<file path="config.mk">
export PLATFORM = sky130hd
export DESIGN_NAME = cot_front
export DESIGN_NICKNAME = d
export VERILOG_FILES = /design/src/rtl/cot_pkg.sv /design/src/rtl/cot_front.sv
export SDC_FILE = /design/constraint.sdc
export NUM_CORES = 2
export LEC_CHECK = 0
export BUFFER_PORTS_ARGS = -buffer_cell sky130_fd_sc_hd__buf_2
export CAP_MARGIN = 20
export CORE_MARGIN = 5
export CORE_UTILIZATION = 62
export CTS_CLUSTER_SIZE = 8
export DETAILED_ROUTE_END_ITERATION = 10
export PLACE_DENSITY_LB_ADDON = 0.3
export SLEW_MARGIN = 20
export SYNTH_ARGS = -nofsm -noshare
export SYNTH_HDL_FRONTEND = slang
export SYNTH_SLANG_ARGS = --single-unit
export TNS_END_PERCENT = 50
</file>
<file path="constraint.sdc">
create_clock -name clk -period 14.8 [get_ports clk]
set_input_delay 1.48 -clock clk [delete_from_list [all_inputs] [get_ports clk]]
set_output_delay 1.48 -clock clk [all_outputs]
set_load 0.005 [all_outputs]
</file>
<file path="src/rtl/cot_pkg.sv">
package cot_pkg;

    localparam int COT_QUEUE_DEPTH = 2;

    localparam int CFG_IDX_W  = 3;
    localparam int CFG_DATA_W = 34;

    localparam logic [CFG_IDX_W-1:0] CFG_PPM_SCALE        = 3'd0;
    localparam logic [CFG_IDX_W-1:0] CFG_ALPHA            = 3'd1;
    localparam logic [CFG_IDX_W-1:0] CFG_PPM_LIMIT        = 3'd2;
    localparam logic [CFG_IDX_W-1:0] CFG_CHANGE_THRESHOLD = 3'd3;
    localparam logic [CFG_IDX_W-1:0] CFG_SEARCH_TIMEOUT   = 3'd4;
    localparam logic [CFG_IDX_W-1:0] CFG_PUBLISH_PERIOD   = 3'd5;

    localparam logic [33:0] RST_PPM_SCALE        = 34'd1175948265;
    localparam logic [16:0] RST_ALPHA            = 17'd19661;
    localparam logic [30:0] RST_PPM_LIMIT        = 31'd6553600;
    localparam logic [30:0] RST_CHANGE_THRESHOLD = 31'd6554;
    localparam logic [31:0] RST_SEARCH_TIMEOUT   = 32'd500000;
    localparam logic [3:0]  RST_PUBLISH_PERIOD   = 4'd5;

    // Unity weight in Q1.16; larger alpha values are clamped to it.
    localparam logic [16:0] ALPHA_ONE = 17'd65536;

    localparam logic signed [31:0] OUT_MAX = 32'sd8388607;
    localparam logic signed [31:0] OUT_MIN = -32'sd8388608;

    localparam logic OP_TIME    = 1'b0;
    localparam logic OP_MEASURE = 1'b1;

    typedef enum logic [1:0] {
        SYNC_SEARCH,
        SYNC_LOCKED,
        SYNC_LOSS,
        SYNC_OTHER
    } sync_t;

    typedef enum logic [1:0] {
        CAUSE_SEARCH,
        CAUSE_TRACK,
        CAUSE_LOSS,
        CAUSE_TIMEOUT
    } cause_t;

    typedef enum logic [1:0] {
        FR_IDLE,
        FR_MUL,
        FR_PUSH
    } front_state_t;

    typedef enum logic [2:0] {
        BK_IDLE,
        BK_EVAL,
        BK_AVG,
        BK_STEP,
        BK_CHECK,
        BK_EMIT
    } back_state_t;

    typedef struct packed {
        logic [33:0] ppm_scale;
        logic [16:0] alpha;
        logic [30:0] ppm_limit;
        logic [30:0] change_threshold;
        logic [31:0] search_timeout;
        logic [3:0]  publish_period;
    } cfg_t;

    // Classified word handed from the front end to the back end.
    typedef struct packed {
        logic        op;
        logic [31:0] time_now;
        logic        neg;
        logic [33:0] mag;
        sync_t       sync_state;
    } item_t;

endpackage

</file>
<file path="src/rtl/cot_front.sv">
module cot_front
    import cot_pkg::*;
(
    input  logic               clk,
    input  logic               rst_n,
    input  cfg_t               cfg,
    input  logic               in_valid,
    output logic               in_ready,
    input  logic               op,
    input  logic [31:0]        time_now,
    input  logic signed [31:0] freq_offset,
    input  logic [1:0]         sync_state,
    output logic               push,
    output item_t              push_item,
    input  logic               full
);

    front_state_t state_reg;
    front_state_t state_next;

    logic        op_reg;
    logic [31:0] time_reg;
    sync_t       sync_reg;
    logic        neg_reg;
    logic [31:0] absf_reg;
    logic [63:0] prod_lo_reg;
    logic [33:0] prod_hi_reg;

    logic [64:0] lo_round;
    logic        accept;

    assign accept = in_valid && in_ready;

    always_ff @(posedge clk or negedge rst_n)
    begin
        if (!rst_n)
        begin
            state_reg <= FR_IDLE;
        end
        else
        begin
            state_reg <= state_next;
        end
    end

    always_comb
    begin
        state_next = state_reg;
        in_ready   = 1'b0;
        push       = 1'b0;
        case (state_reg)
            FR_IDLE:
            begin
                in_ready = 1'b1;
                if (in_valid)
                begin
                    state_next = FR_MUL;
                end
            end
            FR_MUL:
            begin
                state_next = FR_PUSH;
            end
            FR_PUSH:
            begin
                if (!full)
                begin
                    push       = 1'b1;
                    state_next = FR_IDLE;
                end
            end
            default:
            begin
                state_next = FR_IDLE;
            end
        endcase
    end

    // The magnitude of -2^31 is 2^31, which still fits 32 unsigned bits.
    always_ff @(posedge clk)
    begin
        if (accept)
        begin
            op_reg   <= op;
            time_reg <= time_now;
            sync_reg <= sync_t'(sync_state);
            neg_reg  <= freq_offset[31];
            absf_reg <= freq_offset[31] ? (~freq_offset + 32'd1) : freq_offset;
        end
        if (state_reg == FR_MUL)
        begin
            prod_lo_reg <= absf_reg * cfg.ppm_scale[31:0];
            prod_hi_reg <= absf_reg * cfg.ppm_scale[33:32];
        end
    end

    // Round the low partial product to nearest before dropping 32 fraction bits.
    assign lo_round = {1'b0, prod_lo_reg} + 65'h0_8000_0000;

    always_comb
    begin
        push_item.op         = op_reg;
        push_item.time_now   = time_reg;
        push_item.neg        = neg_reg;
        push_item.mag        = prod_hi_reg + {1'b0, lo_round[64:32]};
        push_item.sync_state = sync_reg;
    end

endmodule

</file>
# Yosys cells after proc, flatten, opt, wreduce, memory -nomap -nowiden
# Cells that the tools add are included.
# classes
add_sub_neg	3
multipliers	2
eq_ne	4
muxes	7
bitwise_logic	1
reduce_logical	3
# ops
cell	n
$add A64 B32 Y65 const B	1
$mul A32 B32 Y64	1
$add A34 B33 Y34	1
$mul A32 B2 Y34	1
$add A32 B1 Y32 const B	1
$not A32 Y32	1
$mux W31	1
$pmux W2 S3	1
$mux W2	2
$ne A2 B2 Y1 const B	2
$mux W1	3
$eq A2 B1 Y1 const B	1
$eq A2 B2 Y1 const B	1
$logic_not A2 Y1	1
$reduce_and A2 Y1	1
$logic_and A1 B1 Y1	1
# word_totals
ff_bits	168
input_bits	220
out_inout_bits	72
wordCells	29

# Depth between registers and ports, before layout
# logic_depth
ltp_word	3
mapped_depth	29

# Worst setup path after synthesis
# OpenSTA, ideal clock, no wires.
# synth_timing
path_kind	in2reg
from	input cfg[123] (netlist bit)
to	register prod_lo_reg[43], data pin
setup_ns	0.265
arrival_time_ns	8.087
required_ns	14.535
path_slack_ns	6.448
cell_stages	26
n_path_buf	1
path_cell_list	clkbuf_1 > nand2_1 > fa_1 > inv_1 > fa_1 > inv_1 > fa_1 > inv_1 > fa_1 > fa_1 > fa_1 > fa_1 > inv_1 > fa_1 > inv_1 > ha_1 > a21oi_1 > o21ai_0 > a211oi_1 > o311ai_2 > o21a_1 > a21o_1 > a31o_2 > a21boi_1 > o21ai_0 > xor2_1
# synth_via
elab_chain_len	1
# synth_rtl
element	line	text
start: declaration	cot_front.sv:6	input cfg_t cfg,
$mul A32 B32 Y64	cot_front.sv:92	prod_lo_reg <= absf_reg * cfg.ppm_scale[31:0];
end signal: assignment	cot_front.sv:92	
end: declaration	cot_front.sv:26	logic [63:0] prod_lo_reg;
# Every way passes these cells.
# A chain may end at the register's enable or synchronous reset.

# Worst setup path after layout
# layout_timing
from	input cfg[123] (netlist bit)
to	register prod_lo_reg[51], data pin
# The elaborated chain is that of the path after synthesis.

==> results list <==
* CP arrival: roughly 9400 ps
- Remaining design rule violation count: 0
* Synthesized instance count: 4,292
* Post-synth EDFFs: ~140
* Run status: complete, no violations
* Crit path max fanout: 32
- The tool flagged a number of max-cap violations equal to 0.
* Number of warnings issued by yosys: 0
- GRT overflow: 0
* Fraction of post-synthesis cell area in the top cell type by area: 0.439
- After synthesis, the mean cell area works out to roughly 9.5 µm².
- Vias in the first global route: 32,700
* Number of non-filler instances in the completed layout: a little over 5,000
* Fin Setup TNS: 0 ps
- Clock tree from TritonCTS: yes
* Worst hold-check slack: 627 ps
- For the pin with the worst max-slew slack, the measured transition is roughly 900 ps.
- Measured against its own limit, the worst slew margin works out to 0.404.
- Counting the buffers created by CTS gives 17.
* Area Overhead vs Synth: 5.03%
- Net total in the final layout: between 5,000 and 6,000
- Highest achievable clock rate: between 100 and 150 MHz
- Post-synthesis cell type count: 69
* Clock Tree Root: sky130_fd_sc_hd__clkbuf_16
* Final Cycle Share: 0.622
- Commonest register cell after synthesis: sky130_fd_sc_hd__edfxtp_1
- Inst Count DP: between 5,000 and 6,000
* Crit path kind: in -> reg
- Starting utilization of the core area: 0.623
- Floorplan die area: 71,200 µm²
- Top cells by instance count after synthesis: sky130_fd_sc_hd__fa_1, sky130_fd_sc_hd__inv_1, sky130_fd_sc_hd__and2_1
* Async S/R FF share, synth: 0.0146
- Total I/O pin count: ~290
- Routability Congestion: approximately 0.87
- Global-route wire length before repair: 166,000 µm
* Total GRT Usage: 0.292
* Launching element type of the critical path: primary input
- Hold_buf cts: 0
- The register with the most flip-flops in the layout has 34 of them.
* Detail-routed via count per cell: roughly 5.7
- The first routing iteration left about 2,000 violations.
- At the later pin of the worst-skew pair, clock insertion delay measures about 440 ps.
- H-tree depth: 4
* Number of input and output port buffers inserted: 176
- Setup violations remaining at the end of the flow were counted as 0.
- Number of synthesized register bits: 137
- Row generation in the floorplan step produced between 90 and 100 rows.
* Final critical-path required period: 9200 ps
- Hold Violations, Final: 0
- Most area-hungry cell type in the Yosys netlist: sky130_fd_sc_hd__fa_1
- Once the clock tree was built, the setup fixing pass inserted 0 buffers.
- Clock skew on the completed layout was measured at between 10 and 15 ps.
- Proportion of synthesized chip area in sequential cells: 0.100
- Setup repair after global routing left no endpoint under its margin.
- Critical path capture point type: register
- The clock passes through at most 2 buffers.
- The repair_antennas step left the layout with diodes totalling 0.
* Clock slew at the register clock pins of the worst setup and hold paths: roughly 60 ps
- Number of routed nets with antenna violations: 0
- After clock tree synthesis, the repair step resized 0 gates.
- The path class of the tightest hold or removal check is reg -> reg.
- At the worst endpoint, the required time is 14,960 ps.
- The wire-length estimate of the detail-placed layout is between 70,000 and 80,000 µm.
- After synthesis, the cell types taking the most area are sky130_fd_sc_hd__fa_1, sky130_fd_sc_hd__and2_1, sky130_fd_sc_hd__ha_1, sky130_fd_sc_hd__edfxtp_1, sky130_fd_sc_hd__inv_1.
- Initial antenna violation count: 4
* Detailed-route wire length per cell: ~19 µm
- Final Max Slew Viols: 0
- Floorplan die height: between 200 and 300 µm
- The core region is 65,600 µm².
- The number of nets in the synthesized netlist is 5,735.
- Die span in x: approximately 270 µm
* Pin count of the biggest net entering global routing: 69
- Clock tree synthesis found a total of ~140 sinks.
- For this run, the detailed router's first-pass iteration total came to 5.
- Syn Std Cell Area: around 41,000 µm²
* Dominant cell by count in the synthesized netlist: sky130_fd_sc_hd__fa_1
* Vias after detailed routing: roughly 30,000
* Fraction of final layout cells sized beyond drive strength 1: 0.0612
* Total detailed-routing wirelength: roughly 100,000 µm
==> critical path, cell delays in order <==
cell and delay (ps):
sky130_fd_sc_hd__buf_2 650, sky130_fd_sc_hd__nand2_1 190, sky130_fd_sc_hd__fa_1 580, sky130_fd_sc_hd__inv_1 50, sky130_fd_sc_hd__fa_1 560, sky130_fd_sc_hd__inv_1 60, sky130_fd_sc_hd__fa_1 540, sky130_fd_sc_hd__inv_1 50
sky130_fd_sc_hd__fa_1 470, sky130_fd_sc_hd__fa_1 560, sky130_fd_sc_hd__fa_1 440, sky130_fd_sc_hd__fa_1 510, sky130_fd_sc_hd__inv_1 60, sky130_fd_sc_hd__fa_1 480, sky130_fd_sc_hd__inv_1 40, sky130_fd_sc_hd__ha_1 330
sky130_fd_sc_hd__a21oi_1 220, sky130_fd_sc_hd__o21ai_0 180, sky130_fd_sc_hd__a211oi_1 300, sky130_fd_sc_hd__o311ai_2 170, sky130_fd_sc_hd__o21a_1 280, sky130_fd_sc_hd__a21o_1 270, sky130_fd_sc_hd__a32oi_1 330, sky130_fd_sc_hd__a31oi_1 190
sky130_fd_sc_hd__a21oi_1 200, sky130_fd_sc_hd__xnor2_1 120
==> through the flow <==
stage	setup WS (ps)	instance area (µm²)	util
6_report	5600	42900	0.654
5_1_grt	5320	42900	0.654
4_1_cts	5660	42900	0.654
3_5_place_dp	5200	42300	0.645
3_3_place_gp	5270	42300	0.645
2_1_floorplan	6450	40900	-
==> area by class of cell <==
class | count | area, µm²
clock buffers | 18 | 429
clock inverters | 14 | 173
inverters | 890 | 3340
flip-flops and latches | 137 | 4100
repair buffers | 211 | 1140
multi-input cells | 3060 | 32700
fillers | 5293 | 22700
well taps | 864 | 1080
==> path summary, 6_finish.rpt <==
check	startpoint	end	slack (ps)	depth (start not counted)
hold reg to reg	state_reg[0]$_DFFE_PN0P_	state_reg[1]$_DFFE_PN0P_	630	2
setup / recovery	cfg[123]	prod_lo_reg[51]$_DFFE_PN_	5600	26
min in group asynchronous	rst_n	state_reg[1]$_DFFE_PN0P_	820	1
max in group asynchronous	rst_n	state_reg[0]$_DFFE_PN0P_	13880	1
hold / removal	state_reg[0]$_DFFE_PN0P_	state_reg[1]$_DFFE_PN0P_	630	2
setup reg to reg	absf_reg[22]$_DFFE_PP_	prod_lo_reg[51]$_DFFE_PN_	6520	26
==> layer usage <==
layer	share of wire	vias to the layer above	GRT usage
met5	0	-	0
met2	0.52	1154	0.518
li1	-	12900	-
met1	0.37	15300	0.360
met4	0.043	0	0.115
met3	0.073	362	0.0457
==> logic make-up (layout without fill, tap and decap cells) <==
logic type	count (synthesis)	in the layout	synth area share
xor gates and xnor gates	154	154	0.0330
and+or+nand+nor	1352	1352	0.173
AOI/OAI and AO/OA	330	330	0.0538
buffers and inverters	1095	1133	0.101
adders and majority gates	1223	1223	0.539
DFF	137	137	0.100
muxes	1	1	0.000245
==> placed cells by master (no fill, tap or decap), types with 6 or more instances in the layout <==
| cell | n |
|---|---|
| sky130_fd_sc_hd__o21a_1 | 13 |
| sky130_fd_sc_hd__and3_1 | 10 |
| sky130_fd_sc_hd__buf_2 | 176 |
| sky130_fd_sc_hd__a21o_1 | 78 |
| sky130_fd_sc_hd__a211oi_1 | 9 |
| sky130_fd_sc_hd__buf_4 | 35 |
| sky130_fd_sc_hd__a31oi_1 | 6 |
| sky130_fd_sc_hd__edfxtp_1 | 135 |
| sky130_fd_sc_hd__and2_1 | 654 |
| sky130_fd_sc_hd__nand2_1 | 503 |
| sky130_fd_sc_hd__inv_1 | 890 |
| sky130_fd_sc_hd__a21oi_1 | 97 |
| sky130_fd_sc_hd__o21bai_1 | 14 |
| sky130_fd_sc_hd__fa_1 | 897 |
| sky130_fd_sc_hd__clkbuf_16 | 17 |
| sky130_fd_sc_hd__nand3_1 | 27 |
| sky130_fd_sc_hd__nor2b_1 | 12 |
| sky130_fd_sc_hd__xnor2_1 | 110 |
| sky130_fd_sc_hd__nor3_1 | 16 |
| sky130_fd_sc_hd__o21ai_0 | 51 |
| sky130_fd_sc_hd__nor2_1 | 60 |
| sky130_fd_sc_hd__xor2_1 | 44 |
| sky130_fd_sc_hd__ha_1 | 326 |
| sky130_fd_sc_hd__and4_1 | 8 |
| sky130_fd_sc_hd__a221oi_1 | 6 |
| sky130_fd_sc_hd__o31ai_1 | 13 |
| sky130_fd_sc_hd__nand4_1 | 26 |
| sky130_fd_sc_hd__nand2b_1 | 11 |
Power is not shown: default switching activity piles up to over one toggle a cycle in this logic, so the estimate is an artifact.
