===== config.mk =====
export PLATFORM = sky130hd
export DESIGN_NAME = cot_back
export DESIGN_NICKNAME = d
export VERILOG_FILES = /design/src/rtl/cot_pkg.sv /design/src/rtl/cot_back.sv
export SDC_FILE = /design/constraint.sdc
export NUM_CORES = 2
export LEC_CHECK = 0
export ABC_AREA = 0
export BUFFER_PORTS_ARGS = -buffer_cell sky130_fd_sc_hd__buf_2
export CAP_MARGIN = 0
export CORE_MARGIN = 1
export CORE_UTILIZATION = 60
export DETAILED_ROUTE_END_ITERATION = 12
export PLACE_DENSITY = 0.78
export SYNTH_ARGS = -nofsm -noshare
export SYNTH_HDL_FRONTEND = slang
export SYNTH_SLANG_ARGS = --single-unit
export TNS_END_PERCENT = 5

===== constraint.sdc =====
create_clock -name clk -period 11.05 [get_ports clk]
set_input_delay 1.6575 -clock clk [delete_from_list [all_inputs] [get_ports clk]]
set_output_delay 1.6575 -clock clk [all_outputs]
set_load 0.1 [all_outputs]

===== src/rtl/cot_pkg.sv =====
package cot_pkg;

    localparam int COT_QUEUE_DEPTH = 2;

    localparam int CFG_IDX_W  = 3;
    localparam int CFG_DATA_W = 34;

    localparam logic [CFG_IDX_W-1:0] CFG_PPM_SCALE        = 3'd0;
    localparam logic [CFG_IDX_W-1:0] CFG_ALPHA            = 3'd1;
    localparam logic [CFG_IDX_W-1:0] CFG_PPM_LIMIT        = 3'd2;
    localparam logic [CFG_IDX_W-1:0] CFG_CHANGE_THRESHOLD = 3'd3;
    localparam logic [CFG_IDX_W-1:0] CFG_SEARCH_TIMEOUT   = 3'd4;
    localparam logic [CFG_IDX_W-1:0] CFG_PUBLISH_PERIOD   = 3'd5;

    localparam logic [33:0] RST_PPM_SCALE        = 34'd1175948265;
    localparam logic [16:0] RST_ALPHA            = 17'd19661;
    localparam logic [30:0] RST_PPM_LIMIT        = 31'd6553600;
    localparam logic [30:0] RST_CHANGE_THRESHOLD = 31'd6554;
    localparam logic [31:0] RST_SEARCH_TIMEOUT   = 32'd500000;
    localparam logic [3:0]  RST_PUBLISH_PERIOD   = 4'd5;

    // Unity weight in Q1.16; larger alpha values are clamped to it.
    localparam logic [16:0] ALPHA_ONE = 17'd65536;

    localparam logic signed [31:0] OUT_MAX = 32'sd8388607;
    localparam logic signed [31:0] OUT_MIN = -32'sd8388608;

    localparam logic OP_TIME    = 1'b0;
    localparam logic OP_MEASURE = 1'b1;

    typedef enum logic [1:0] {
        SYNC_SEARCH,
        SYNC_LOCKED,
        SYNC_LOSS,
        SYNC_OTHER
    } sync_t;

    typedef enum logic [1:0] {
        CAUSE_SEARCH,
        CAUSE_TRACK,
        CAUSE_LOSS,
        CAUSE_TIMEOUT
    } cause_t;

    typedef enum logic [1:0] {
        FR_IDLE,
        FR_MUL,
        FR_PUSH
    } front_state_t;

    typedef enum logic [2:0] {
        BK_IDLE,
        BK_EVAL,
        BK_AVG,
        BK_STEP,
        BK_CHECK,
        BK_EMIT
    } back_state_t;

    typedef struct packed {
        logic [33:0] ppm_scale;
        logic [16:0] alpha;
        logic [30:0] ppm_limit;
        logic [30:0] change_threshold;
        logic [31:0] search_timeout;
        logic [3:0]  publish_period;
    } cfg_t;

    // Classified word handed from the front end to the back end.
    typedef struct packed {
        logic        op;
        logic [31:0] time_now;
        logic        neg;
        logic [33:0] mag;
        sync_t       sync_state;
    } item_t;

endpackage


===== src/rtl/cot_back.sv =====
module cot_back
    import cot_pkg::*;
(
    input  logic               clk,
    input  logic               rst_n,
    input  cfg_t               cfg,
    input  logic               q_valid,
    input  item_t              q_item,
    output logic               pop,
    output logic               out_valid,
    input  logic               out_ready,
    output logic signed [23:0] ppm_out,
    output logic [1:0]         cause
);

    function automatic logic signed [23:0] sat24(input logic signed [31:0] v);
        logic signed [23:0] r;
        if (v > OUT_MAX)
        begin
            r = 24'sh7FFFFF;
        end
        else if (v < OUT_MIN)
        begin
            r = 24'sh800000;
        end
        else
        begin
            r = v[23:0];
        end
        return r;
    endfunction

    back_state_t state_reg, state_next;

    item_t              work_reg, work_next;
    logic signed [31:0] ppm_reg, ppm_next;
    logic signed [50:0] prod_reg, prod_next;
    logic signed [31:0] emit_ppm_reg, emit_ppm_next;
    cause_t             emit_cause_reg, emit_cause_next;

    logic signed [31:0] estimate_reg, estimate_next;
    logic               est_empty_reg, est_empty_next;
    logic signed [31:0] last_pub_reg, last_pub_next;
    logic               pub_valid_reg, pub_valid_next;
    logic [3:0]         counter_reg, counter_next;
    sync_t              last_sync_reg, last_sync_next;
    logic [31:0]        cur_time_reg, cur_time_next;
    logic [31:0]        lmt_reg, lmt_next;
    logic               no_time_reg, no_time_next;

    logic               out_valid_reg, out_valid_next;
    logic signed [23:0] out_ppm_reg, out_ppm_next;
    cause_t             out_cause_reg, out_cause_next;

    logic signed [31:0] ppm_val;
    logic [31:0]        elapsed;
    logic [16:0]        alpha_eff;
    logic signed [32:0] diff;
    logic signed [32:0] dist_raw;
    logic [32:0]        dist_abs;

    // A magnitude within the limit fits 31 bits; a positive offset gives a negative correction.
    assign ppm_val   = work_reg.neg ? $signed({1'b0, work_reg.mag[30:0]})
                                    : -$signed({1'b0, work_reg.mag[30:0]});
    assign elapsed   = work_reg.time_now - lmt_reg;
    assign alpha_eff = (cfg.alpha > ALPHA_ONE) ? ALPHA_ONE : cfg.alpha;
    assign diff      = {ppm_reg[31], ppm_reg} - {estimate_reg[31], estimate_reg};
    assign dist_raw  = {last_pub_reg[31], last_pub_reg} - {estimate_reg[31], estimate_reg};
    assign dist_abs  = dist_raw[32] ? 33'(-dist_raw) : 33'(dist_raw);

    assign out_valid = out_valid_reg;
    assign ppm_out   = out_ppm_reg;
    assign cause     = out_cause_reg;

    always_ff @(posedge clk or negedge rst_n)
    begin
        if (!rst_n)
        begin
            state_reg     <= BK_IDLE;
            estimate_reg  <= '0;
            est_empty_reg <= 1'b1;
            last_pub_reg  <= '0;
            pub_valid_reg <= 1'b0;
            counter_reg   <= '0;
            last_sync_reg <= SYNC_OTHER;
            cur_time_reg  <= '0;
            lmt_reg       <= '0;
            no_time_reg   <= 1'b1;
            out_valid_reg <= 1'b0;
        end
        else
        begin
            state_reg     <= state_next;
            estimate_reg  <= estimate_next;
            est_empty_reg <= est_empty_next;
            last_pub_reg  <= last_pub_next;
            pub_valid_reg <= pub_valid_next;
            counter_reg   <= counter_next;
            last_sync_reg <= last_sync_next;
            cur_time_reg  <= cur_time_next;
            lmt_reg       <= lmt_next;
            no_time_reg   <= no_time_next;
            out_valid_reg <= out_valid_next;
        end
    end

    always_ff @(posedge clk)
    begin
        work_reg       <= work_next;
        ppm_reg        <= ppm_next;
        prod_reg       <= prod_next;
        emit_ppm_reg   <= emit_ppm_next;
        emit_cause_reg <= emit_cause_next;
        out_ppm_reg    <= out_ppm_next;
        out_cause_reg  <= out_cause_next;
    end

    always_comb
    begin
        state_next      = state_reg;
        work_next       = work_reg;
        ppm_next        = ppm_reg;
        prod_next       = prod_reg;
        emit_ppm_next   = emit_ppm_reg;
        emit_cause_next = emit_cause_reg;
        estimate_next   = estimate_reg;
        est_empty_next  = est_empty_reg;
        last_pub_next   = last_pub_reg;
        pub_valid_next  = pub_valid_reg;
        counter_next    = counter_reg;
        last_sync_next  = last_sync_reg;
        cur_time_next   = cur_time_reg;
        lmt_next        = lmt_reg;
        no_time_next    = no_time_reg;
        out_valid_next  = out_valid_reg;
        out_ppm_next    = out_ppm_reg;
        out_cause_next  = out_cause_reg;
        pop             = 1'b0;

        if (out_valid_reg && out_ready)
        begin
            out_valid_next = 1'b0;
        end

        case (state_reg)
            BK_IDLE:
            begin
                if (q_valid)
                begin
                    pop        = 1'b1;
                    work_next  = q_item;
                    state_next = BK_EVAL;
                end
            end

            BK_EVAL:
            begin
                state_next = BK_IDLE;
                if (work_reg.op == OP_TIME)
                begin
                    cur_time_next = work_reg.time_now;
                    if (no_time_reg)
                    begin
                        lmt_next     = work_reg.time_now;
                        no_time_next = 1'b0;
                    end
                    else if (elapsed > cfg.search_timeout && last_sync_reg == SYNC_SEARCH)
                    begin
                        estimate_next   = '0;
                        est_empty_next  = 1'b1;
                        counter_next    = '0;
                        emit_ppm_next   = '0;
                        emit_cause_next = CAUSE_TIMEOUT;
                        state_next      = BK_EMIT;
                    end
                end
                else
                begin
                    last_sync_next = work_reg.sync_state;
                    if (work_reg.mag > {3'b000, cfg.ppm_limit})
                    begin
                        ppm_next       = '0;
                        estimate_next  = '0;
                        est_empty_next = 1'b1;
                        counter_next   = '0;
                    end
                    else
                    begin
                        ppm_next = ppm_val;
                    end
                    case (work_reg.sync_state)
                        SYNC_SEARCH:
                        begin
                            lmt_next        = cur_time_reg;
                            emit_ppm_next   = ppm_next;
                            emit_cause_next = CAUSE_SEARCH;
                            state_next      = BK_EMIT;
                        end
                        SYNC_LOCKED:
                        begin
                            lmt_next   = cur_time_reg;
                            state_next = BK_AVG;
                        end
                        SYNC_LOSS:
                        begin
                            estimate_next   = '0;
                            est_empty_next  = 1'b1;
                            counter_next    = '0;
                            emit_ppm_next   = '0;
                            emit_cause_next = CAUSE_LOSS;
                            state_next      = BK_EMIT;
                        end
                        default:
                        begin
                            state_next = BK_IDLE;
                        end
                    endcase
                end
            end

            BK_AVG:
            begin
                if (est_empty_reg)
                begin
                    estimate_next  = ppm_reg;
                    est_empty_next = 1'b0;
                    state_next     = BK_CHECK;
                end
                else
                begin
                    prod_next  = diff * $signed({1'b0, alpha_eff});
                    state_next = BK_STEP;
                end
            end

            BK_STEP:
            begin
                // Arithmetic shift floors; the new estimate lies between the old one and ppm,
                // so the 32-bit wrapping add is exact.
                estimate_next = estimate_reg + prod_reg[47:16];
                state_next    = BK_CHECK;
            end

            BK_CHECK:
            begin
                state_next = BK_IDLE;
                if (counter_reg == cfg.publish_period)
                begin
                    counter_next = '0;
                    if (!pub_valid_reg || dist_abs > {2'b00, cfg.change_threshold})
                    begin
                        last_pub_next   = estimate_reg;
                        pub_valid_next  = 1'b1;
                        emit_ppm_next   = ppm_reg;
                        emit_cause_next = CAUSE_TRACK;
                        state_next      = BK_EMIT;
                    end
                end
                else
                begin
                    counter_next = counter_reg + 4'd1;
                end
            end

            BK_EMIT:
            begin
                if (!out_valid_reg || out_ready)
                begin
                    out_valid_next = 1'b1;
                    out_ppm_next   = sat24(emit_ppm_reg);
                    out_cause_next = emit_cause_reg;
                    state_next     = BK_IDLE;
                end
            end

            default:
            begin
                state_next = BK_IDLE;
            end
        endcase
    end

endmodule


[After elaboration in Yosys (flattened, before gate mapping)]
Index checks and enable logic that the tools add are counted.
Word-level totals
  register bits after elaboration: 351
  bits of input ports: 223
Cells by class
  add/sub/neg operators: 7
  multiply operators: 1
  order comparisons: 6
  eq/ne operators: 18
  multiplexer cells: 55
  bitwise operators: 2
  reductions and logical operators: 27
Operators with widths (number)
  32-bit 2-to-1 mux: 14
  32-bit one-hot mux with 2 select lines: 2
  32-bit one-hot mux with 3 select lines: 1
  32-bit by 32-bit subtractor with 33-bit output: 2
  33-bit by 18-bit multiplier with 48-bit output: 1
  34-bit by 31-bit greater-than comparator with 1-bit output: 1
  33-bit by 31-bit greater-than comparator with 1-bit output: 1
  33-bit 2-to-1 mux: 1
  33-bit negator: 1
  32-bit adder: 1
  32-bit by 24-bit greater-than comparator with 1-bit output, second input constant: 1
  32-bit greater-than comparator: 1
  32-bit by 24-bit < comparator with 1-bit output, second input constant: 1
  31-bit negator with 32-bit output: 1
  32-bit subtractor: 1
  24-bit 2-to-1 mux: 1
  3-bit 2-to-1 mux: 8
  4-bit 2-to-1 mux: 6
  3-bit one-hot mux with 6 select lines: 1
  17-bit greater-than comparator, second input constant: 1
  17-bit 2-to-1 mux: 1
  2-bit != test, second input constant: 6
  2-bit AND reduction: 6
  1-bit 2-to-1 mux: 10
  other kinds (27): 46

[Logic depth before layout (Yosys ltp)]
  depth after elaboration: 8
  mapped depth: 39
  gate-level depth less buffers: 38

[Least setup slack after synthesis]
OpenSTA, ideal clock, no wires.
  kind: input to output
  start point: input q_valid
  end point: output pop
  arrival: 11.660 ns
  data required time: 9.392 ns
  slack: -2.267 ns
  cell stages on the path: 1
  path through: nor4b_1
Between the ends
  longest elaborated chain between the ends: 2
Ends and longest elaborated chain
  start, declared: line cot_back.sv:7  | input logic q_valid,
  1-bit 2-to-1 mux: line cot_back.sv:148  | if (q_valid)
  1-bit 2-to-1 mux: line cot_back.sv:145  | case (state_reg)
  end, declared: line cot_back.sv:9  | output logic pop,
Every way passes these cells.

[Worst setup path in the final report]
  start point: register ppm_reg[0]
  end point: register prod_reg[42] (data pin)
Between the ends
  longest elaborated chain between the ends: 2
Ends and longest elaborated chain
  start, declared: line cot_back.sv:36  | logic signed [31:0] ppm_reg, ppm_next;
  start signal, assigned: line cot_back.sv:110  | ppm_reg <= ppm_next;
  32-bit by 32-bit subtractor with 33-bit output: line cot_back.sv:67  | assign diff = {ppm_reg[31], ppm_reg} - {estimate_reg[31], estimate_reg};
  33-bit by 18-bit multiplier with 48-bit output: line cot_back.sv:231  | prod_next = diff * $signed({1'b0, alpha_eff});
  end signal, assigned: line cot_back.sv:111  | prod_reg <= prod_next;
  end, declared: line cot_back.sv:37  | logic signed [50:0] prod_reg, prod_next;
Every way passes these cells.
A chain may end at the register's enable or synchronous reset.

==> metrics.yaml <==
ys_seq_area_frac: 0.230
synthSimpleGateAreaFrac: 0.130
netlist-cell-type-count: 82
max_stage_delay_ns: 0.65
start_util: 0.606
place_congestion: 0.970
min_period_ns: 10.52
grt_max_degree: 73
status: "finished, final reports clean"
wl_per_cell_um: 19.5
synth_area_leader_cell: "fa_1"
die-area_um2: 68900
final_util: 0.661
insertion_delay_ns: 0.58
setup-violations-final: 0
ys_ff_latch: 335
die_y_um: 262
worstPathRequired_ns: 11.34
syn-cell-area_um2: 40700
cts_tree: "yes"
path_clk_slew_ns: 0.06
finalCritPeriodShare: 0.952
syn_area_per_cell_um2: 9.31
cp_common_cell: "fa_1"
fin_worst_skew_ns: 0.0404
drive_gt1_frac: 0.106
synthesis.nets: 5444
drtPass1Iterations: 8
cp_slowest_cell: "fa_1"
ys_top_cells_by_area: "fa_1 (25%), edfxtp_1 (14%), ha_1 (10%)"
grt_first_pass_wirelength_um: 170000
worstSetupStartpointType: "flip-flop"
synthXorXnorAreaFrac: 0.0495
synth.area.mux_share: 0.0295
grt_use_total: 0.315
synth_compound_area_frac: 0.114
final_cells: 5485
routed_via_density: 5.77
cts_hold_buf: 0
netlist.area_leader.share: 0.255
async_flop_share: 0.421
die_w_um: 262
yosysWarnings: 0
drc_errors: 0
relSlewSlack: 0.122
overflow: 0
io-pin-count: 251
drt-initial-drc-count: 2291
cts_setup_buffers: 0
cp.arrival_ns: 10.81
core_area_um2: 67200
grt_pass1_vias: 32374
area_growth_syn_to_layout_pct: 9.12
hpwl_um: 85500
fmax_mhz: 95.1
path_max_fanout: 4
netlist_instances: 4370
synthAdderAreaFrac: 0.357
fillCellCount: 5373
critPathKind: "reg2reg"
htreeDepth: 2
clock_sinks: 335
hold_path.class: "reg2reg"
port-buffer-count: 216
hold_viol_final: 0
antenna_found_initial: 5
cts.path.max_buffers: 3
synth-edff-count: 194
dpl.cell_count: 5412
setup-tns-final_ns: 0
cts_made_buffers: 38
place_ws_ns: 0.608
ys.flop_type: "edfxtp_1"
rows: 95
synth_top_family_by_area: "adder cells"
vias: 31662
root_buffer: "clkbuf_16"
tightest_slew_ns: 1.31
nets: 5653
grt_setup_unrepaired: "false"
worst_slack_ns: 0.533
final_antenna_net_count: 0
worstSetupEndpointType: "flip-flop"
final_max_slew_viol_count: 0
largest_reg_flops: 70
routed_wirelength_um: 107000
maxCapViolCount: 0
cts_resized: 0
## critical path, delay by kind of cell, from the launching register on
kind,cells,cell delay [ns]
and+or+nand+nor,3,0.54
DFF,1,0.50
adders and majority gates,9,4.18
xor gates and xnor gates,2,0.58
AOI/OAI and AO/OA,16,3.41
buffers and inverters,8,1.02
## per-stage QoR
step	instance area [µm²]	hold WS, ns
4_1_cts	44400	0.438
5_1_grt	44400	0.445
3_5_place_dp	43100	0.424
6_report	44400	0.437
2_1_floorplan	40700	0.400
3_3_place_gp	43100	0.408
## cell families (layout without fill, tap and decap cells)
family | Yosys count | count (layout)
AOI/OAI and AO/OA | 702 | 702
xor gates and xnor gates | 230 | 230
DFF | 335 | 335
muxes | 102 | 102
buffers and inverters | 964 | 1203
other | 0 | 3
and+or+nand+nor | 1186 | 1186
adders and majority gates | 851 | 851
## metal layers
| layer | up-vias | track usage | routed length (µm) |
|---|---|---|---|
| met3 | 264 | 0.0722 | 9600 |
| met1 | 15460 | 0.414 | 43200 |
| met4 | 4 | 0.143 | 5290 |
| li1 | 14595 | - | - |
| met5 | - | 0 | 21 |
| met2 | 1339 | 0.500 | 48600 |
## final timing paths
| check | from | end | slack [ns] | cells past startpoint |
|---|---|---|---|---|
| setup / recovery | ppm_reg[0] | prod_reg[42] | 0.53 | 38 |
| hold / removal | emit_cause_reg[0] | cause[0] | 0.44 | 0 |
| setup reg to reg | ppm_reg[0] | prod_reg[42] | 0.53 | 38 |
| hold reg to reg | emit_cause_reg[0] | cause[0] | 0.44 | 0 |
| max in group asynchronous | rst_n | last_pub_reg[2] | 8.53 | 2 |
| min in group asynchronous | rst_n | cur_time_reg[17] | 1.09 | 1 |
## cell usage after synthesis, types with 39 or more instances
library cell and instances:
nand4_1 39, and2_1 39, ha_1 333, clkbuf_1 141
nor3_1 45, fa_1 518, o21a_1 56, mux2_2 39
nor2_1 440, xnor2_1 164, o21ai_0 127, xor2_1 66
edfxtp_1 194, a21oi_1 199, dfrtp_1 137, nand2b_1 39
nand2_1 411, a21o_1 104, inv_1 815
## cell usage in the layout, fill, tap and decap left out, types with 26 or more instances in the layout
cell type	count
inv_1	815
fa_1	518
nor2_1	436
nand2_1	409
ha_1	333
buf_2	215
a21oi_1	199
edfxtp_1	194
xnor2_1	163
dfrtp_1	137
o21ai_0	127
a21o_1	104
buf_4	100
xor2_1	66
o21a_1	56
nor3_1	45
clkbuf_16	40
and2_1	39
nand4_1	39
nand2b_1	39
mux2_2	39
nor2b_1	37
mux2i_1	37
a221oi_1	33
a22o_1	31
nand3_1	29
mux2_4	26
## cell type report
type                            count  area [µm²]  area share
Multi-Input combinational cell   3071       27700       0.625
Clock inverter                     20         233     0.00524
Tap cell                          873        1090      0.0246
Sequential cell                   335        9360       0.211
Timing Repair Buffer              317        1860      0.0418
Clock buffer                       50        1060      0.0238
Inverter                          816        3060      0.0690
Antenna cell                        3        7.51    0.000169
Power is not shown: default switching activity piles up to over one toggle a cycle in this logic, so the estimate is an artifact.
