### src/rtl/cot_pkg.sv
package cot_pkg;

    localparam int COT_QUEUE_DEPTH = 2;

    localparam int CFG_IDX_W  = 3;
    localparam int CFG_DATA_W = 34;

    localparam logic [CFG_IDX_W-1:0] CFG_PPM_SCALE        = 3'd0;
    localparam logic [CFG_IDX_W-1:0] CFG_ALPHA            = 3'd1;
    localparam logic [CFG_IDX_W-1:0] CFG_PPM_LIMIT        = 3'd2;
    localparam logic [CFG_IDX_W-1:0] CFG_CHANGE_THRESHOLD = 3'd3;
    localparam logic [CFG_IDX_W-1:0] CFG_SEARCH_TIMEOUT   = 3'd4;
    localparam logic [CFG_IDX_W-1:0] CFG_PUBLISH_PERIOD   = 3'd5;

    localparam logic [33:0] RST_PPM_SCALE        = 34'd1175948265;
    localparam logic [16:0] RST_ALPHA            = 17'd19661;
    localparam logic [30:0] RST_PPM_LIMIT        = 31'd6553600;
    localparam logic [30:0] RST_CHANGE_THRESHOLD = 31'd6554;
    localparam logic [31:0] RST_SEARCH_TIMEOUT   = 32'd500000;
    localparam logic [3:0]  RST_PUBLISH_PERIOD   = 4'd5;

    // Unity weight in Q1.16; larger alpha values are clamped to it.
    localparam logic [16:0] ALPHA_ONE = 17'd65536;

    localparam logic signed [31:0] OUT_MAX = 32'sd8388607;
    localparam logic signed [31:0] OUT_MIN = -32'sd8388608;

    localparam logic OP_TIME    = 1'b0;
    localparam logic OP_MEASURE = 1'b1;

    typedef enum logic [1:0] {
        SYNC_SEARCH,
        SYNC_LOCKED,
        SYNC_LOSS,
        SYNC_OTHER
    } sync_t;

    typedef enum logic [1:0] {
        CAUSE_SEARCH,
        CAUSE_TRACK,
        CAUSE_LOSS,
        CAUSE_TIMEOUT
    } cause_t;

    typedef enum logic [1:0] {
        FR_IDLE,
        FR_MUL,
        FR_PUSH
    } front_state_t;

    typedef enum logic [2:0] {
        BK_IDLE,
        BK_EVAL,
        BK_AVG,
        BK_STEP,
        BK_CHECK,
        BK_EMIT
    } back_state_t;

    typedef struct packed {
        logic [33:0] ppm_scale;
        logic [16:0] alpha;
        logic [30:0] ppm_limit;
        logic [30:0] change_threshold;
        logic [31:0] search_timeout;
        logic [3:0]  publish_period;
    } cfg_t;

    // Classified word handed from the front end to the back end.
    typedef struct packed {
        logic        op;
        logic [31:0] time_now;
        logic        neg;
        logic [33:0] mag;
        sync_t       sync_state;
    } item_t;

endpackage

### src/rtl/cot_queue.sv
module cot_queue
    import cot_pkg::*;
#(
    parameter int DEPTH = COT_QUEUE_DEPTH
)
(
    input  logic  clk,
    input  logic  rst_n,
    input  logic  push,
    input  item_t push_item,
    output logic  full,
    input  logic  pop,
    output item_t head_item,
    output logic  not_empty
);

    localparam int PTR_W = (DEPTH > 1) ? $clog2(DEPTH) : 1;
    localparam int CNT_W = $clog2(DEPTH + 1);
    localparam logic [PTR_W-1:0] LAST_PTR = PTR_W'(DEPTH - 1);

    item_t mem [DEPTH];

    logic [PTR_W-1:0] wr_ptr_reg;
    logic [PTR_W-1:0] rd_ptr_reg;
    logic [CNT_W-1:0] count_reg;

    logic do_push;
    logic do_pop;

    assign full      = (count_reg == CNT_W'(DEPTH));
    assign not_empty = (count_reg != '0);
    assign do_push   = push && !full;
    assign do_pop    = pop && not_empty;
    assign head_item = mem[rd_ptr_reg];

    always_ff @(posedge clk)
    begin
        if (do_push)
        begin
            mem[wr_ptr_reg] <= push_item;
        end
    end

    always_ff @(posedge clk or negedge rst_n)
    begin
        if (!rst_n)
        begin
            wr_ptr_reg <= '0;
            rd_ptr_reg <= '0;
            count_reg  <= '0;
        end
        else
        begin
            if (do_push)
            begin
                wr_ptr_reg <= (wr_ptr_reg == LAST_PTR) ? '0 : wr_ptr_reg + 1'b1;
            end
            if (do_pop)
            begin
                rd_ptr_reg <= (rd_ptr_reg == LAST_PTR) ? '0 : rd_ptr_reg + 1'b1;
            end
            if (do_push && !do_pop)
            begin
                count_reg <= count_reg + 1'b1;
            end
            else if (do_pop && !do_push)
            begin
                count_reg <= count_reg - 1'b1;
            end
        end
    end

endmodule

### config.mk
export PLATFORM = sky130hd
export DESIGN_NAME = cot_queue
export DESIGN_NICKNAME = d
export VERILOG_FILES = /design/src/rtl/cot_pkg.sv /design/src/rtl/cot_queue.sv
export SDC_FILE = /design/constraint.sdc
export NUM_CORES = 1
export LEC_CHECK = 0
export ABC_AREA = 1
export BUFFER_PORTS_ARGS = -buffer_cell sky130_fd_sc_hd__clkbuf_2
export CAP_MARGIN = 10
export CORE_AREA = 2 2 137 139
export CTS_BUF_LIST = sky130_fd_sc_hd__clkbuf_8
export CTS_CLUSTER_DIAMETER = 150
export DETAILED_ROUTE_END_ITERATION = 12
export DIE_AREA = 0 0 139 141
export GPL_TIMING_DRIVEN = 0
export SLEW_MARGIN = 20
export SYNTH_ARGS = -nofsm -noshare
export SYNTH_HDL_FRONTEND = slang
export SYNTH_SLANG_ARGS = --single-unit
### constraint.sdc
create_clock -name clk -period 3.8 [get_ports clk]
set_clock_uncertainty 0.1 [all_clocks]
set_input_delay 0.19 -clock clk [delete_from_list [all_inputs] [get_ports clk]]
set_output_delay 0.19 -clock clk [all_outputs]
set_load 0.02 [all_outputs]
-- Word level (Yosys, flattened, before mapping)
Memories as Yosys holds them, arrays and structs flattened.
Index checks and enable logic that the tools add are counted.
- $add $sub $neg: 4
- equal/unequal tests: 1
- muxes and demuxes: 6
- reductions and logical operators: 9
- operator list (operator ; number):
    $logic_and 1x1->1 ; 4
    $mux 1 ; 4
    $mux 2 ; 2
    $reduce_bool 2->1 ; 2
    $logic_not 1->1 ; 3
    $add 1x1->1 const B ; 2
    $add 2x1->2 const B ; 1
    $eq 2x2->1 const B ; 1
    $sub 2x1->2 const B ; 1
- bits in registers: 4
- memory bits (writable): 140
- bits of input ports: 74
- output and inout port bits: 72
- word-level logic and storage cells: 24
- memories kept: 1
- memory list (name ; depth ; bits a word ; read ports ; clocked after Yosys merged registers in ; wr ports ; RTL line ; RTL):
    mem ; 2 ; 70 ; 1 ; 0 ; 1 ; cot_queue.sv:21 ; item_t mem [DEPTH];

-- Logic depth before layout (Yosys ltp)
Gate-level depths: netlist of the first run.
- depth in word-level cells: 7
- gate-level depth with buffers: 9
- gate-level depth less buffers: 9

-- Worst setup path before layout of the first run
Ideal clock, no wire load.
- kind: register to register
- from: register count_reg[1]
- to: memory mem[1][0] (netlist name), enable pin
- library setup time: 0.498 ns
- arrival time: 3.518 ns
- required time: 3.202 ns
- path slack: -0.316 ns
- stages on the path, launching flop included: 4
- path buffers: 0
- period minus slack after synthesis: 4.116 ns
- path through: dfrtp_1 inv_1 o21ai_0 nor2_1
- word-level cells in the longest chain between the ends: 5
- ends and longest elaborated chain (what ; RTL line ; RTL):
    start, declared ; cot_queue.sv:25 ; logic [CNT_W-1:0] count_reg;
    start signal, assigned ; cot_queue.sv:64 ; count_reg <= count_reg + 1'b1;
    start signal, assigned ; cot_queue.sv:68 ; count_reg <= count_reg - 1'b1;
    $eq 2x2->1 ; cot_queue.sv:30 ; assign full = (count_reg == CNT_W'(DEPTH));
    $logic_not 1->1 ; cot_queue.sv:32 ; assign do_push = push && !full;
    $logic_and 1x1->1 ; cot_queue.sv:32 ;
    $mux 1 ; cot_queue.sv:38 ; if (do_push)
    $mux 1 (implied by the code) ; cot_queue.sv:40 ; mem[wr_ptr_reg] <= push_item;
    end, declared ; cot_queue.sv:21 ;
Every way passes these cells.

-- Final worst setup path of the first run
- from: register count_reg[1]
- to: memory mem[1][16] (netlist name), enable pin
The elaborated chain is that of the path after synthesis.

==> results.cfg, run 1 <==
[global_routing]
first_global_vias = 3952
grt_pass1_wl_um = 19500
grt_max_degree = 38
overflow = 0
grt.total_usage_pct = 13.0
antenna_found_initial = 1

[power_and_ir_drop]
power.density_mw_per_mm2 = 728
peakVddDrop_v = 0.000373
leakagePower_nw = 3.27

[setup_path]
path_class = reg2reg
cp.arrival_ns = 2.04
critPathCaptureType = flop
r2r_cells = 5
critPathLaunchType = flop
r2r_slack_ns = 1.80
reg2reg_to = mem[1][16]$_DFFE_PP_
crit_path_max_fanout = 20
required_ns = 3.84
reg2reg_from = count_reg[1]$_DFFE_PN0P_

[yosys]
yosysWarnings = 0
syn_area_mm2 = 0.00535
ys_ff_latch = 144
synth_cell_types = 16
synth-seq-area-share_pct = 80.4
syn_nets = 472
avgSynthCellArea_um2 = 13.5
synth_cells = 397

[layout]
num-nets-final = 713
fill_cells = 1733
synthToLayoutAreaGrowth_pct = 40.7
final_util_pct = 41.2
largest_register_ffs = 140
drive_gt1_share_pct = 29.7

[placed_design]
portBuffers = 145
dp_slack_ns = 1.78
dp_hpwl_um = 7900
finalWeightedCongestion = 0.713

[floorplanning]
start_util_pct = 29.3
die_area_mm2 = 0.0196
die_y_um = 141
rows = 50
ios = 146
core_mm2 = 0.0183
fp.dieW_um = 139

[clock_network]
cts_sinks = 144
ctsResizeCount = 0
cts_tree = done
worstSkewPairLatency_ns = 0.43
clockRootBuffer = clkbuf_8
clockBufferDepth = 2
clk_pin_slew_ns = 0.08
cts.htree.levels = 4
numCtsBuffers = 17

[route]
viasPerCell = 4.20
routedWlPerCell_um = 13.8
drtPass1Iterations = 6
drtIter0Drc = 101
ant_nets = 0
routed_wl_um = 12200
drcViolationCount = 0
vias = 3715

[sta]
fmax_mhz = 499
hold_viol = 0
hold_slack_ns = 0.0908
setup_tns_ns = 0
worst_slack_ns = 1.80
period_minus_slack_ns = 2.00
max_slew_margin_pct = 64.6
drv_slew = 0
worst_pin_slew_ns = 0.530
setup_viol = 0
rsz0062_at_grt = no
post-route-period-util_pct = 52.7

[flow_run]
drv_cap = 0

[worst_hold_path]
hp-start = push
min_to = wr_ptr_reg$_DFFE_PN0P_
min_path_type = in2reg
worstHoldPathCells = 5

[run_status]
status = complete, no violations
## cells by family (layout without fill, tap and decap cells)
| kind of cell | after synthesis | in the layout | share of synthesized area, % |
|---|---|---|---|
| and+or+nand+nor | 227 | 227 | 16.2 |
| adders and majority gates | 1 | 1 | 0.234 |
| buffers and inverters | 23 | 275 | 2.92 |
| AOI/OAI and AO/OA | 1 | 1 | 0.0934 |
| DFF | 144 | 144 | 80.4 |
| other | 0 | 1 | 0 |
| xor gates and xnor gates | 1 | 1 | 0.164 |
## per-stage QoR
step | instance area [um2] | total power [mW] | instances
2_1_floorplan | 5350 | 3.63 | 397
3_3_place_gp | 6370 | 4.38 | 776
3_5_place_dp | 6470 | 4.48 | 780
4_1_cts | 7530 | 5.58 | 883
5_1_grt | 7530 | 5.86 | 884
6_report | 7530 | 5.48 | 884
## cell usage after synthesis
cell | count | share of area [%]
nand2_1 | 220 | 15
edfxtp_1 | 140 | 79
buf_2 | 7 | 0.65
buf_6 | 7 | 1.5
inv_1 | 7 | 0.49
dfrtp_1 | 4 | 1.9
nand3_1 | 2 | 0.19
nor2_2 | 2 | 0.23
buf_4 | 1 | 0.14
ha_1 | 1 | 0.23
inv_6 | 1 | 0.16
nand2_2 | 1 | 0.12
nand4_1 | 1 | 0.12
nor2_1 | 1 | 0.070
o21ai_0 | 1 | 0.093
xnor2_1 | 1 | 0.16
## critical path: stages (launching register included)
cell	delay (ns)
dfrtp_1	0.39
inv_1	0.15
o21ai_0	0.19
nor2_4	0.47
buf_16	0.22
buf_16	0.17
## routing by layer
metal / vias to the layer above / wire [um] / global-route usage (%)
met2: 101 / 6370 / 23.4
met5: - / 0 / 0
met3: 13 / 615 / 4.48
li1: 1818 / - / -
met4: 0 / 169 / 4.78
met1: 1783 / 5070 / 14.2
## layout by cell type, fill, tap and decap left out, types with 3 or more instances in the layout
cell type      instances
clkinv_2               3
clkbuf_8              17
inv_1                 11
nand2_1              220
buf_2                  7
dlygate4sd3_1         73
clkbuf_2             145
edfxtp_1             140
buf_6                  7
dfrtp_1                4
## what timing repair did
item / 4_1_cts / 5_1_grt
endpoints found under the hold margin: 145 / 0
hold buffers: 73 / 0
setup buffers: 0 / 0
## power by group
part           switching, mW  internal, mW
clock network          0.539         0.488
registers             0.0840          2.16
logic                   1.51         0.700
total                   2.13          3.35
## worst max-delay path by stage
stage | start | end | slack, ns | depth (start not counted)
2_1_floorplan | count_reg[1]$_DFFE_PN0P_ | mem[1][0]$_DFFE_PP_ | 0.84 | 3
5_1_grt | count_reg[1]$_DFFE_PN0P_ | mem[1][19]$_DFFE_PP_ | 1.67 | 5
3_3_place_gp | count_reg[1]$_DFFE_PN0P_ | mem[1][14]$_DFFE_PP_ | -0.23 | 3
4_1_cts | count_reg[1]$_DFFE_PN0P_ | mem[1][13]$_DFFE_PP_ | 1.76 | 5
3_5_place_dp | count_reg[1]$_DFFE_PN0P_ | mem[1][14]$_DFFE_PP_ | 1.78 | 5
6_report | count_reg[1]$_DFFE_PN0P_ | mem[1][16]$_DFFE_PP_ | 1.80 | 5
## area by class of cell
| type | instances | area (um2) | area share, % |
|---|---|---|---|
| diodes | 1 | 2.50 | 0.0332 |
| plain buffers | 15 | 121 | 1.61 |
| clock buffers | 17 | 234 | 3.11 |
| clock inverters | 13 | 86.3 | 1.15 |
| inverters | 8 | 37.5 | 0.499 |
| multi-input cells | 230 | 898 | 11.9 |
| flip-flops and latches | 144 | 4300 | 57.2 |
| well taps | 234 | 293 | 3.89 |
| repair buffers | 222 | 1550 | 20.6 |
No activity file was read; power rests on OpenSTA's default activity.
==> run 2, diff against run 1 <==
- ABC_AREA: 1 -> 0
- CORE_AREA: 2 2 137 139 -> 2 2 140 142
- DIE_AREA: 0 0 139 141 -> 0 0 142 144
- clock period: 3.8 -> 1.95 ns (I/O delays scaled with it)
==> results.cfg, run 2 <==
[run_status]
status = complete, no violations

[clock_network]
numCtsBuffers = 17
postCtsSetupBuffers = 0
worstSkewPairLatency_ns = 0.43
cts_sinks = 144
clk_pin_slew_ns = 0.08
cts_tree = done
clockBufferDepth = 2
cts.htree.levels = 4
clockRootBuffer = clkbuf_8

[placed_design]
portBuffers = 145
finalWeightedCongestion = 0.668
dp_slack_ns = 0.0821
place_area_mm2 = 0.00674
dp_hpwl_um = 6930

[yosys]
yosysMostFrequentCell = edfxtp_1
yosysTopAreaCell = edfxtp_1
synth_compound_area_share_pct = 0
synthArstFlopShare_pct = 2.78
ys.flop_type = edfxtp_1
synth_top_family_by_area = multiplexers
synth_top_cells_by_count = 140 x edfxtp_1, 69 x mux2_4, 7 x buf_12
ys_ff_latch = 144
syn_nets = 312
synthTopCellsByArea = edfxtp_1 75%, mux2_4 18%, buf_12 2.5%
synth_cells = 237
synthMuxAreaShare_pct = 18.7
syn_area_mm2 = 0.00560
yosysWarnings = 0
synth_xor_area_share_pct = 0.782
synthAdderAreaFrac_pct = 0.223
synth_top_area_share_pct = 75.0
synth_edf_count = 140
synth_simple_gate_area_share_pct = 0.648
avgSynthCellArea_um2 = 23.6
synth-seq-area-share_pct = 76.8
synth_cell_types = 16

[route]
met1_length_um = 4420
drcViolationCount = 0
ant_nets = 0
vias = 3016
wl_met3_um = 624
drtPass1Iterations = 4
dr_wl_met2_um = 5590
routed_wl_um = 10800
viasPerCell = 4.13
drtIter0Drc = 124
routedWlPerCell_um = 14.8
top_layer_used = met4

[power_and_ir_drop]
peakVddDrop_v = 0.000853
power.density_mw_per_mm2 = 1420
leakagePower_nw = 3.20

[floorplanning]
die_y_um = 144
start_util_pct = 29.4
die_area_mm2 = 0.0204
core_mm2 = 0.0191
fp.dieW_um = 142
ios = 146
rows = 51

[sta]
max_slew_margin_pct = 74.1
hold_viol = 0
post-route-period-util_pct = 93.6
worst_pin_slew_ns = 0.389
fmax_mhz = 548
setup_tns_ns = 0
rsz0062_at_grt = no
period_minus_slack_ns = 1.82
setup_viol = 0
worst_slack_ns = 0.125
drv_slew = 0

[flow_run]
drv_cap = 0

[layout]
fin_area_mm2 = 0.00786
largest_register_ffs = 140
antennaDiodeCount = 0
synthToLayoutAreaGrowth_pct = 40.3
final_cell_mix = 145 x clkbuf_2, 140 x edfxtp_1, 74 x dlygate4sd3_1
num-nets-final = 555
fill_cells = 1707
drive_gt1_share_pct = 52.8
layout_commonest_cell = clkbuf_2

[global_routing]
first_global_vias = 3263
overflow = 0
grt_max_degree = 41
antenna_found_initial = 0
grt.total_usage_pct = 10.6
grt_pass1_wl_um = 16300

[setup_path]
critPathCaptureType = output port
crit_path_max_fanout = 10
cp.arrival_ns = 1.63
path_class = reg2out
required_ns = 1.75
critPathLaunchType = flop

[worst_hold_path]
min_path_type = in2reg
-- run 2: changes by cell type in the layout (fill, tap and decap cells not counted), sizes merged, moves of 4 or more --
cell	before	now
inv	13	3
buf	19	12
clkinv	5	9
nand2	221	2
mux2	0	70
-- run 2: per-stage QoR --
step	cells	utilization, %	power (mW)	hold WS, ns
6_report	730	41.2	11.2	0.287
5_1_grt	730	41.2	11.8	0.257
4_1_cts	729	41.1	11.3	0.242
3_5_place_dp	624	35.3	8.99	-0.188
3_3_place_gp	620	34.9	8.81	-0.192
2_1_floorplan	237	-	7.69	-0.298
-- run 2: critical path: stages (launching register included) --
cell and delay (ns):
dfrtp_1 0.40, buf_12 0.17, buf_12 0.15, mux2_4 0.29, clkbuf_2 0.17
-- run 2: worst paths after layout --
kind	from	cells after the start	endpoint	slack [ns]
min	push_item[45]	2	mem[1][45]$_DFFE_PP_	0.29
max reg2reg	count_reg[0]$_DFFE_PN0P_	5	mem[0][21]$_DFFE_PP_	0.15
max in group asynchronous	rst_n	3	wr_ptr_reg$_DFFE_PN0P_	1.13
max	rd_ptr_reg$_DFFE_PN0P_	4	head_item[65]	0.13
min reg2reg	count_reg[0]$_DFFE_PN0P_	1	count_reg[0]$_DFFE_PN0P_	0.44
min in group asynchronous	rst_n	3	rd_ptr_reg$_DFFE_PN0P_	0.45
-- run 2: cells by family (layout without fill, tap and decap cells) --
kind of cell             count (synthesis)  in the layout
flip-flops                             144            144
multiplexers                            70             70
buffers and inverters                   10            264
AND/OR/NAND/NOR                          7              8
XOR/XNOR                                 5              5
adder cells (fa/ha/maj)                  1              1
-- run 2: report_power, final --
part	total, mW	internal (mW)	switching (mW)
Sequential	4.43	4.22	0.203
Combinational	4.56	2.19	2.37
Clock	2.19	1.10	1.09
Total	11.2	7.51	3.67
-- run 2: routing by layer --
metal  vias to the layer above  GRT usage (%)
met5                         -              0
met4                         0           3.95
met3                        11           4.21
met2                        92           18.1
met1                      1495           12.1
li1                       1418              -
-- run 2: timing repair --
item                       in CTS  in global routing
resized for setup               0                  2
setup endpoints to repair       0                 17
hold buffers                   74                  0
hold endpoints to repair      153                  0
-- run 2: cell type report --
cell class	count	area (um2)	share of cell area [%]
sequential	144	4300	54.8
timing repair buffer	223	1550	19.8
multi-input combinational	84	1170	14.9
tap	238	298	3.79
clock buffer	17	234	2.98
buffer	8	160	2.04
clock inverter	14	126	1.61
inverter	2	7.51	0.0955
